`src/largest_zero_square_scan_unit_assert.svh`:
```
// ---------------------------------------------------------------------------
// Assertion macros for the largest zero square scan unit
// Concurrent checks that vanish when the design is read for synthesis.
// ---------------------------------------------------------------------------
`ifndef LARGEST_ZERO_SQUARE_SCAN_UNIT_ASSERT_SVH
`define LARGEST_ZERO_SQUARE_SCAN_UNIT_ASSERT_SVH

`ifndef SYNTHESIS
`define LZSS_ASSERT_IMP(lbl, clk, rst_n, ante, cons) \
    lbl: assert property (@(posedge clk) disable iff (!(rst_n)) (ante) |-> (cons)) \
        else $error("assertion failed");
`define LZSS_ASSERT_NXT(lbl, clk, rst_n, ante, cons) \
    lbl: assert property (@(posedge clk) disable iff (!(rst_n)) (ante) |=> (cons)) \
        else $error("assertion failed");
`else
`define LZSS_ASSERT_IMP(lbl, clk, rst_n, ante, cons)
`define LZSS_ASSERT_NXT(lbl, clk, rst_n, ante, cons)
`endif

`endif

```
`src/lzss_pkg.sv`:
```
`timescale 1ns / 1ps
// ---------------------------------------------------------------------------
// Largest zero square scan package
// Field widths, register indexes and the types shared between the modules.
// ---------------------------------------------------------------------------
package lzss_pkg;

    localparam int SIDE_W      = 9;
    localparam int POS_W       = 10;
    localparam int CNT_W       = 23;
    localparam int CFG_IDX_W   = 2;
    localparam int IN_TDATA_W  = 8;
    localparam int OUT_TDATA_W = 56;
    localparam int DEF_MAX_DIM = 256;

    localparam logic [CFG_IDX_W-1:0] REG_ROWS     = 2'd0;
    localparam logic [CFG_IDX_W-1:0] REG_COLS     = 2'd1;
    localparam logic [CFG_IDX_W-1:0] REG_MIN_SIDE = 2'd2;

    localparam logic [SIDE_W-1:0] RST_ROWS     = 9'd256;
    localparam logic [SIDE_W-1:0] RST_COLS     = 9'd256;
    localparam logic [SIDE_W-1:0] RST_MIN_SIDE = 9'd1;
    localparam logic [POS_W-1:0]  POS_NONE     = '1;

    typedef struct packed {
        logic              valid;
        logic              frame_end;
        logic [SIDE_W-1:0] side;
        logic [SIDE_W-1:0] row;
        logic [SIDE_W-1:0] col;
    } t_cell_upd;

    typedef struct packed {
        logic [CNT_W-1:0]  square_count;
        logic [POS_W-1:0]  left_col;
        logic [POS_W-1:0]  top_row;
        logic [SIDE_W-1:0] max_side;
    } t_result;

endpackage

```
`src/lzss_line_buf.sv`:
```
`timescale 1ns / 1ps
// ---------------------------------------------------------------------------
// Line buffer
// Holds the square sides of the previous row; the read of the next column
// is registered, with write-to-read forwarding when both address one entry.
// ---------------------------------------------------------------------------
module lzss_line_buf
    import lzss_pkg::*;
#(
    parameter int DEPTH = DEF_MAX_DIM
) (
    input  logic                       i_clk,
    input  logic                       i_rst_n,
    input  logic                       i_en,
    input  logic [$clog2(DEPTH)-1:0]   i_wr_addr,
    input  logic [SIDE_W-1:0]          i_wr_data,
    input  logic [$clog2(DEPTH)-1:0]   i_rd_addr,
    output logic [SIDE_W-1:0]          o_rd_data
);

    logic [SIDE_W-1:0] r_mem [DEPTH];
    logic [SIDE_W-1:0] r_rd;
    logic [SIDE_W-1:0] r_fwd_data;
    logic              r_fwd;

    always_ff @(posedge i_clk) begin
        if (i_en) begin
            r_mem[i_wr_addr] <= i_wr_data;
            r_rd             <= r_mem[i_rd_addr];
            r_fwd_data       <= i_wr_data;
        end
    end

    always_ff @(posedge i_clk) begin
        if (!i_rst_n) begin
            r_fwd <= 1'b0;
        end else if (i_en) begin
            r_fwd <= (i_rd_addr == i_wr_addr);
        end
    end

    assign o_rd_data = r_fwd ? r_fwd_data : r_rd;

endmodule

```
`src/lzss_best_track.sv`:
```
`timescale 1ns / 1ps
// ---------------------------------------------------------------------------
// Best square tracker
// Keeps the first largest side with its corner and the square count of the
// current frame, and presents the totals that include the present cell.
// ---------------------------------------------------------------------------
module lzss_best_track
    import lzss_pkg::*;
(
    input  logic              i_clk,
    input  logic              i_rst_n,
    input  t_cell_upd         i_upd,
    input  logic [SIDE_W-1:0] i_min_side,
    output t_result           o_result
);

    logic [SIDE_W-1:0] r_best_side, n_best_side;
    logic [POS_W-1:0]  r_best_top,  n_best_top;
    logic [POS_W-1:0]  r_best_left, n_best_left;
    logic [CNT_W-1:0]  r_count,     n_count;

    always_comb begin
        n_best_side = r_best_side;
        n_best_top  = r_best_top;
        n_best_left = r_best_left;
        n_count     = r_count;
        if (i_upd.side > r_best_side) begin
            n_best_side = i_upd.side;
            n_best_top  = POS_W'(i_upd.row) - POS_W'(i_upd.side) + POS_W'(2);
            n_best_left = POS_W'(i_upd.col) - POS_W'(i_upd.side) + POS_W'(2);
        end
        if (i_upd.side >= i_min_side) begin
            n_count = r_count + CNT_W'(i_upd.side) - CNT_W'(i_min_side) + CNT_W'(1);
        end
    end

    always_ff @(posedge i_clk) begin
        if (!i_rst_n) begin
            r_best_side <= '0;
            r_best_top  <= POS_NONE;
            r_best_left <= POS_NONE;
            r_count     <= '0;
        end else if (i_upd.valid) begin
            if (i_upd.frame_end) begin
                r_best_side <= '0;
                r_best_top  <= POS_NONE;
                r_best_left <= POS_NONE;
                r_count     <= '0;
            end else begin
                r_best_side <= n_best_side;
                r_best_top  <= n_best_top;
                r_best_left <= n_best_left;
                r_count     <= n_count;
            end
        end
    end

    assign o_result.max_side     = n_best_side;
    assign o_result.top_row      = n_best_top;
    assign o_result.left_col     = n_best_left;
    assign o_result.square_count = n_count;

endmodule

```
`src/largest_zero_square_scan_unit.sv`:
```
`timescale 1ns / 1ps
// ---------------------------------------------------------------------------
// Largest zero square scan unit
// Latency: the frame result is valid in the cycle after its last cell word.
// Throughput: one cell word per cycle; a waiting result stalls only the last
// cell of the next frame; the west-side min-plus-one loop closes through r_west.
// Reset: synchronous, active low; registers return to 256 rows, 256 columns
// and minimum side 1, and a new frame starts; the line buffer is not cleared.
// ---------------------------------------------------------------------------
`include "largest_zero_square_scan_unit_assert.svh"

module largest_zero_square_scan_unit
    import lzss_pkg::*;
#(
    parameter int MAX_DIM = DEF_MAX_DIM
) (
    input  logic                   i_clk,
    input  logic                   i_rst_n,
    input  logic                   s_axis_tvalid,
    output logic                   s_axis_tready,
    // [0] cell_req, [7:1] zero
    input  logic [IN_TDATA_W-1:0]  s_axis_tdata,
    output logic                   m_axis_tvalid,
    input  logic                   m_axis_tready,
    // [8:0] max_side, [18:9] top_row, [28:19] left_col, [51:29] square_count,
    // [55:52] zero
    output logic [OUT_TDATA_W-1:0] m_axis_tdata,
    input  logic                   i_cfg_wr_en,
    input  logic [CFG_IDX_W-1:0]   i_cfg_index,
    input  logic [SIDE_W-1:0]      i_cfg_data
);

    localparam int REG_MAX = (1 << SIDE_W) - 1;
    localparam int DIM_EFF = (MAX_DIM < REG_MAX) ? MAX_DIM : REG_MAX;
    localparam int IDX_W   = $clog2(DIM_EFF);

    logic [SIDE_W-1:0] r_rows, r_cols, r_min_side;
    logic [IDX_W-1:0]  r_row, r_col;
    logic [SIDE_W-1:0] r_west, r_nw;
    logic              r_out_valid;
    t_result           r_out;

    logic [SIDE_W-1:0] w_rows_eff, w_cols_eff;
    logic [SIDE_W:0]   w_col_p1, w_row_p1;
    logic              w_last_col, w_last_row, w_last_cell, w_accept;
    logic [IDX_W-1:0]  w_col_next;
    logic [SIDE_W-1:0] w_rd_data, w_north, w_min, w_side;
    t_cell_upd         w_upd;
    t_result           w_result;

    always_comb begin
        if (r_rows == '0) begin
            w_rows_eff = SIDE_W'(1);
        end else if (r_rows > SIDE_W'(DIM_EFF)) begin
            w_rows_eff = SIDE_W'(DIM_EFF);
        end else begin
            w_rows_eff = r_rows;
        end
        if (r_cols == '0) begin
            w_cols_eff = SIDE_W'(1);
        end else if (r_cols > SIDE_W'(DIM_EFF)) begin
            w_cols_eff = SIDE_W'(DIM_EFF);
        end else begin
            w_cols_eff = r_cols;
        end
    end

    assign w_col_p1    = (SIDE_W + 1)'(r_col) + (SIDE_W + 1)'(1);
    assign w_row_p1    = (SIDE_W + 1)'(r_row) + (SIDE_W + 1)'(1);
    assign w_last_col  = (w_col_p1 >= {1'b0, w_cols_eff});
    assign w_last_row  = (w_row_p1 >= {1'b0, w_rows_eff});
    assign w_last_cell = w_last_col && w_last_row;
    assign w_col_next  = w_last_col ? '0 : IDX_W'(w_col_p1);

    assign s_axis_tready = !r_out_valid || m_axis_tready || !w_last_cell;
    assign w_accept      = s_axis_tvalid && s_axis_tready;

    assign w_north = (r_row == '0) ? '0 : w_rd_data;

    always_comb begin
        w_min = w_north;
        if (r_nw < w_min) begin
            w_min = r_nw;
        end
        if (r_west < w_min) begin
            w_min = r_west;
        end
        w_side = s_axis_tdata[0] ? '0 : w_min + SIDE_W'(1);
    end

    lzss_line_buf #(
        .DEPTH (DIM_EFF)
    ) u_line_buf (
        .i_clk     (i_clk),
        .i_rst_n   (i_rst_n),
        .i_en      (w_accept),
        .i_wr_addr (r_col),
        .i_wr_data (w_side),
        .i_rd_addr (w_col_next),
        .o_rd_data (w_rd_data)
    );

    assign w_upd.valid     = w_accept;
    assign w_upd.frame_end = w_last_cell;
    assign w_upd.side      = w_side;
    assign w_upd.row       = SIDE_W'(r_row);
    assign w_upd.col       = SIDE_W'(r_col);

    lzss_best_track u_best_track (
        .i_clk      (i_clk),
        .i_rst_n    (i_rst_n),
        .i_upd      (w_upd),
        .i_min_side (r_min_side),
        .o_result   (w_result)
    );

    always_ff @(posedge i_clk) begin
        if (!i_rst_n) begin
            r_rows     <= RST_ROWS;
            r_cols     <= RST_COLS;
            r_min_side <= RST_MIN_SIDE;
        end else if (i_cfg_wr_en) begin
            case (i_cfg_index)
                REG_ROWS:     r_rows     <= i_cfg_data;
                REG_COLS:     r_cols     <= i_cfg_data;
                REG_MIN_SIDE: r_min_side <= i_cfg_data;
                default: ;
            endcase
        end
    end

    always_ff @(posedge i_clk) begin
        if (!i_rst_n) begin
            r_row  <= '0;
            r_col  <= '0;
            r_west <= '0;
            r_nw   <= '0;
        end else if (w_accept) begin
            r_col <= w_col_next;
            if (w_last_col) begin
                r_west <= '0;
                r_nw   <= '0;
                r_row  <= w_last_row ? '0 : IDX_W'(w_row_p1);
            end else begin
                r_west <= w_side;
                r_nw   <= w_north;
            end
        end
    end

    always_ff @(posedge i_clk) begin
        if (!i_rst_n) begin
            r_out_valid <= 1'b0;
        end else if (w_accept && w_last_cell) begin
            r_out_valid <= 1'b1;
        end else if (m_axis_tready) begin
            r_out_valid <= 1'b0;
        end
    end

    always_ff @(posedge i_clk) begin
        if (w_accept && w_last_cell) begin
            r_out <= w_result;
        end
    end

    assign m_axis_tvalid = r_out_valid;
    assign m_axis_tdata  = {{(OUT_TDATA_W - $bits(t_result)){1'b0}}, r_out};

    `LZSS_ASSERT_NXT(a_last_gives_result, i_clk, i_rst_n, w_accept && w_last_cell, r_out_valid)
    `LZSS_ASSERT_IMP(a_result_from_last, i_clk, i_rst_n, $rose(r_out_valid), $past(w_accept && w_last_cell))
    `LZSS_ASSERT_IMP(a_stall_cause, i_clk, i_rst_n, !s_axis_tready, r_out_valid && !m_axis_tready)
    `LZSS_ASSERT_IMP(a_none_pos, i_clk, i_rst_n, r_out_valid, (r_out.max_side == '0) == (r_out.top_row == POS_NONE))

endmodule
```
`config.mk`:
```
export PLATFORM = sky130hd
export DESIGN_NAME = largest_zero_square_scan_unit
export DESIGN_NICKNAME = d
export VERILOG_FILES = /design/src/lzss_pkg.sv /design/src/lzss_line_buf.sv /design/src/lzss_best_track.sv /design/src/largest_zero_square_scan_unit.sv
export VERILOG_INCLUDE_DIRS = /design/src /design/src/src
export SDC_FILE = /design/constraint.sdc
export NUM_CORES = 2
export LEC_CHECK = 0
export BUFFER_PORTS_ARGS = -buffer_cell sky130_fd_sc_hd__buf_2
export CORE_UTILIZATION = 49
export CTS_CLUSTER_SIZE = 14
export DETAILED_ROUTE_END_ITERATION = 16
export PLACE_DENSITY = 0.68
export SKIP_CTS_REPAIR_TIMING = 1
export SLEW_MARGIN = 30
export SYNTH_ARGS = -nofsm -noshare
export SYNTH_HDL_FRONTEND = slang
export SYNTH_HIERARCHICAL = 1
export SYNTH_SLANG_ARGS = --single-unit
```
`constraint.sdc`:
```
create_clock -name i_clk -period 33.3 [get_ports i_clk]
set_input_delay 4.995 -clock i_clk [delete_from_list [all_inputs] [get_ports i_clk]]
set_output_delay 4.995 -clock i_clk [all_outputs]
set_load 0.02 [all_outputs]
```
== Word level (Yosys, flattened, before mapping) ==
Memory sizes are Yosys's and may differ from the RTL's. A register that Yosys moved wholly into a read port is not among the register bits.
Index checks and enable logic that the tools add are counted.
Widths: inputs -> output; s select.
Storage, ports and cells
  bits in registers: 176
  bits in writable memories: 2304
  output and inout bits: 58
  logic and storage cells: 81
  memories: 1
Memory list
  u_line_buf.r_mem: words 256, width 9, read ports 1, clocked after Yosys merged registers in 1, wr ports 1, line lzss_line_buf.sv:21  | logic [SIDE_W-1:0] r_mem [DEPTH];
Operators by class
  add/sub/neg operators: 10
  $lt $le $gt $ge: 8
  equal/unequal tests: 3
  multiplexer cells: 25
  reduce and logical (&&, ||, !) cells: 16
Operators with widths (count)
  $mux 9: 13
  $mux 23: 2
  $mux 10: 4
  $ge 9x9->1: 3
  $add 23x1->23 const B: 1
  $add 23x9->23: 1
  $sub 23x9->23: 1
  $add 10x2->10 const B: 2
  $sub 8x9->10: 2
  $add 8x1->9 const B: 2
  $gt 9x9->1 const B: 2
  $logic_not 9->1: 2
  $lt 9x9->1: 2
  $mux 8: 2
  $add 9x1->9 const B: 1
  $gt 9x9->1: 1
  $eq 8x8->1: 1
  $logic_not 8->1: 1
  $reduce_and 2->1: 4
  $mux 1: 4
  $logic_and 1x1->1: 3
  $eq 2x1->1 const B: 1
  $eq 2x2->1 const B: 1
  $logic_not 1->1: 2
  other kinds (3): 4

== Logic depth before layout (Yosys ltp) ==
  depth in word-level cells: 13
  depth in mapped cells: 45
  mapped depth without buffers: 39

== By module ==
Netlist, hierarchy kept.
Modules (own cells, without submodules)
  lzss_line_buf: instances 1, cells each 4247, area an instance 90394.2 µm², sequential area each 69746.9 µm²
  largest_zero_square_scan_unit: instances 1, cells each 576, area an instance 5883.1 µm², sequential area each 2802.7 µm²
  lzss_best_track: instances 1, cells each 603, area an instance 5044.8 µm², sequential area each 1041.0 µm²

== Worst setup path before layout ==
OpenSTA, ideal clock, no wires.
  path kind: register -> register
  start point: register r_row[0]
  end point: register r_out (netlist bit m_axis_tdata[51]), data pin
  arrival: 16641 ps
  path slack: 16400 ps
  stages on the path, launching flop included: 40
  buffers on the path: 7
  period minus slack after synthesis: 16900 ps
  path through: dfxtp_1 > inv_1 > ha_1 > or4b_4 > or4_4 > dlymetal6s2s_1 > clkbuf_1 > nand2_1 > ha_1 > a21oi_1 > o21ai_0 > a221oi_1 > buf_4 > clkbuf_1 > clkbuf_1 > a21oi_1 > ha_1 > a211oi_1 > [... 4 more ...] > mux2_4 > ha_1 > clkbuf_1 > inv_1 > a311o_1 > o2bb2ai_1 > inv_1 > fa_1 > inv_1 > ha_1 > a211oi_1 > o21ai_1 > a211oi_2 > a211oi_1 > o2111a_1 > o31a_1 > o21ai_1 > xnor2_1
RTL lines
  from (decl): line largest_zero_square_scan_unit.sv:38  | logic [IDX_W-1:0] r_row, r_col;
  from (signal assigned): line largest_zero_square_scan_unit.sv:143  | r_row <= w_last_row ? '0 : IDX_W'(w_row_p1);
  to (signal assigned): line largest_zero_square_scan_unit.sv:163  | r_out <= w_result;
  to (decl): line largest_zero_square_scan_unit.sv:41  | t_result r_out;

==> metrics.md <==
| Metric | Value |
|---|---|
| Status | `finished, final reports clean` |
| Worst IR Drop VDD | `slightly below 0.06 mV` |
| Post-synth EDFFs | `2,374` |
| Initial DRC Count | `a little under 6,000` |
| R2r worst-path depth | `38` |
| Seq pwr share | `0.504` |
| Worst-path maximum fanout | `29` |
| Layout area overhead | `10.4%` |
| Initial Util | `0.494` |
| DR top layer | `met5` |
| Worst Max-Slew Pin Slew | `approximately 1.2 ns` |
| Hold Startpoint | `u_best_track/r_best_left[8]` |
| Slowest stage cell, crit path | `nor2_4` |
| Adder-Cell Fraction of Synth Area | `0.0163` |
| Worst reg2reg path startpoint | `r_row[0]` |
| Hold path depth | `1` |
| Synthesized area | `101,000 um^2` |
| Post-route cell area | `112,000 um^2` |
| Sw Share | `0.240` |
| Yosys Warn Count | `6` |
| Post-Synth Simple-Gate Area | `0.0389` |
| Asr flop ratio synth | `0` |
| Synth Area in Compound Gates | `0.0503` |
| Clock transition at the registers of the reported paths | `0.06 ns` |
| First-pass GRT wire length | `approximately 360,000 um` |
| RSZ-0062 raised after global routing | `false` |
| Hold Path Class | `reg2reg` |
| Final setup viols | `0` |
| Slew Limit Fails | `0` |
| Setup slack, reg-to-reg | `22.17 ns` |
| Post-layout min period | `~11 ns` |
| Die Wd | `about 460 um` |
| Placed cell area | `104,000 um^2` |
| Buffers added on ports | `70` |
| Overall routed net length | `245,000 um` |
| Cell Rows | `between 150 and 200` |
| CTS root buffer | `clkbuf_16` |
| Cells after synthesis | `5,426` |
| Via/cell ratio | `around 6.3` |
| Endpoint of the worst hold path | `u_best_track/r_best_left[8]` |
| Post-route ant nets | `0` |
| Final Hold Fails | `0` |
| Register area share after synthesis | `0.726` |
| Global route overflow | `0` |
| Core Region | `around 200,000 um^2` |
| XOR/XNOR Fraction of Synth Area | `0.00622` |
| Fillers | `between 15,000 and 20,000` |
| Residual DRC | `0` |
| Setup TNS | `0 ns` |
| Mapped Avg Cell Area | `~19 um^2` |
| Htree depth | `4` |
| Fin crit share | `0.334` |
| Routed wl met2 | `between 100,000 and 150,000 um` |
| Worst-Skew Late Latency | `about 0.9 ns` |
| Arr. time, crit path | `about 12 ns` |
| Multiplexer share of the synthesized area | `0.137` |
| I/O pins | `between 80 and 90` |
| Static Leak | `roughly 0.037 uW` |
| Clock skew | `about 0.051 ns` |
| Placer Congestion | `0.878` |
| CTS tree | `done` |
| Max-Cap Viols | `0` |
| Vias in the first global route | `between 50,000 and 60,000` |
| Clk buf depth | `3` |
| P_sw | `between 1500 and 2000 uW` |
| PwrDens | `about 62 nW/um^2` |
| First-pass DRT Iterations | `6` |
| Share of cells above drive strength 1 | `0.198` |
| DR WL/cell | `29.0 um` |
| Slowest stage delay, CP | `roughly 0.7 ns` |
| Largest family of logic cells by synthesized area | `multiplexers` |
| Largest net degree at the start of global routing | `around 200` |
| Num CTS Buffers | `239` |
| Synth Register Bits | `2,489` |
| CP Capture Type | `flop` |
| Met3 WL | `~20,000 um` |
| Rel. slew slack | `0.202` |
| Die area | `209,000 um^2` |
| CP Class | `reg2reg` |
| Tot GR Track Use | `0.233` |
| Die height | `457 um` |
| Critical Path Start Type | `flop` |
| M1 WL | `around 100,000 um` |
| Fmax | `89.9 MHz` |
| Count of cell types in the netlist | `roughly 100` |
| Required time of the critical path | `between 30 and 40 ns` |
| Ys flop type | `edfxtp_1` |
| Post-DP HPWL | `between 100,000 and 150,000 um` |
| R2r endpoint | `m_axis_tdata[51]` |
| Int Power | `5260 uW` |
| Clock share of power | `0.377` |
| Clock sink total | `~2,500` |
| Comb power frac | `0.119` |
| Most common cell on crit path | `ha_1` |
| Initial antenna violation count | `5` |
| Via count | `52,989` |
| Nets | `5,692` |
-- layout by cell type (no fill, tap or decap), drive strengths merged, types with 24 or more instances in the layout --
cell type | Yosys | routed
a211oi | 33 | 33
a21boi | 30 | 30
a21o | 26 | 26
a21oi | 158 | 158
a22oi | 185 | 185
and2 | 24 | 24
buf | 170 | 185
clkbuf | 143 | 297
clkinv | 2 | 116
dfxtp | 115 | 115
edfxtp | 2374 | 2374
ha | 114 | 114
inv | 102 | 113
mux2 | 44 | 44
mux2i | 217 | 217
mux4 | 492 | 492
nand2 | 179 | 179
nand3 | 60 | 60
nand4 | 32 | 32
nor2 | 339 | 339
nor2b | 71 | 71
nor3 | 38 | 38
nor4 | 37 | 37
o21ai | 58 | 58
o221ai | 50 | 50
o22ai | 44 | 44
xnor2 | 31 | 31
xor2 | 41 | 41
-- area by class of cell --
class	count	area, um^2	share of cell area
Antenna cell	3	7.51	0.0000671
Tap cell	2688	3360	0.0301
Timing Repair Buffer	185	1380	0.0123
Inverter	104	390	0.00349
Clock buffer	297	6220	0.0556
Sequential cell	2489	73600	0.658
Multi-Input combinational cell	2524	25600	0.229
Clock inverter	150	1300	0.0116
-- cell usage after synthesis, drive strengths merged, types with 10 or more instances --
master     n  area (um^2)
o221ai    50          450
nor2b     71          444
clkbuf   143          554
a22oi    185         1390
dfxtp    115         2300
o22a      19          166
a32o      10          100
o211ai    14          105
inv      102          383
xor2      41          359
xnor2     31          272
and2      24          153
a221oi    19          173
a211oi    33          253
ha       114         1430
buf      170         1560
o22ai     44          275
nand2b    13         81.3
nand2    179          672
o21a      13         97.6
mux2      44          499
fa        11          220
nor2     339         1270
a21o      26          195
a21boi    30          225
nand3     60          300
edfxtp  2374        71300
nor3      38          190
o21ai     58          290
mux2i    217         2180
a21oi    158          798
mux4     492        11200
nand4     32          200
nor4      37          238
-- critical path: cells and delay by family, from the launching register on --
family,cells,cell delay [ns]
simple gates,9,3.24
compound gates,14,3.20
fa+ha+maj,6,1.95
buf+inv,5,0.97
mux,2,0.81
flops,1,0.37
xor+xnor,2,0.27
-- per-stage QoR --
step,setup WS (ns),utilization,total power [uW],hold slack [ns],std cells
final,22.17,0.546,6920,0.464,8440
after global placement,22.43,0.507,4360,0.439,7982
after global routing,21.51,0.546,7140,0.482,8437
after CTS,22.20,0.545,6950,0.465,8431
after floorplan,16.40,-,4190,0.432,5431
after detailed placement,22.27,0.508,4370,0.449,7984
-- how the worst max path moves through the flow --
stage / from / end / cells after the start
floorplan: r_row[0] / m_axis_tdata[51] / 39
global placement: r_row[0] / m_axis_tdata[51] / 38
detailed placement: r_row[0] / m_axis_tdata[51] / 38
CTS: r_row[0] / m_axis_tdata[51] / 38
global route: r_row[0] / u_best_track/r_count[22] / 38
finish: r_row[0] / m_axis_tdata[51] / 38
-- kinds of logic (layout without fill, tap and decap cells) --
family / Yosys count / in the layout
XOR/XNOR: 72 / 72
AND/OR/NAND/NOR: 842 / 842
multiplexers: 753 / 753
adder cells (fa/ha/maj): 125 / 125
other: 1 / 9
buffers and inverters: 418 / 736
flip-flops: 2489 / 2489
AO/OA/AOI/OAI: 726 / 726
-- layer usage --
layer,vias up,track usage
met5,-,0
met4,4,0.0812
met3,392,0.0401
met2,2459,0.365
met1,27854,0.332
li1,22280,-
-- flip-flops by register name, indices dropped and copies added (netlist names), 8 cells and up --
name and cells:
r_row 8, u_line_buf/r_rd 9, u_best_track/r_best_top 10, r_rows 9, u_best_track/r_best_left 10, m_axis_tdata 52, r_col 8, r_min_side 9
u_line_buf/r_fwd_data 9, r_west 9, r_cols 9, u_best_track/r_best_side 9, u_line_buf/r_mem 2304, u_best_track/r_count 23, r_nw 9
-- power by group through the flow --
stage / clock [uW] / combinational, uW / sequential [uW]
3_3_place_gp: 0 / 806 / 3550
5_1_grt: 2760 / 889 / 3490
3_5_place_dp: 0 / 817 / 3550
4_1_cts: 2640 / 823 / 3490
6_report: 2600 / 824 / 3490
2_1_floorplan: 0 / 631 / 3560
Power figures use the tool's default switching activity.
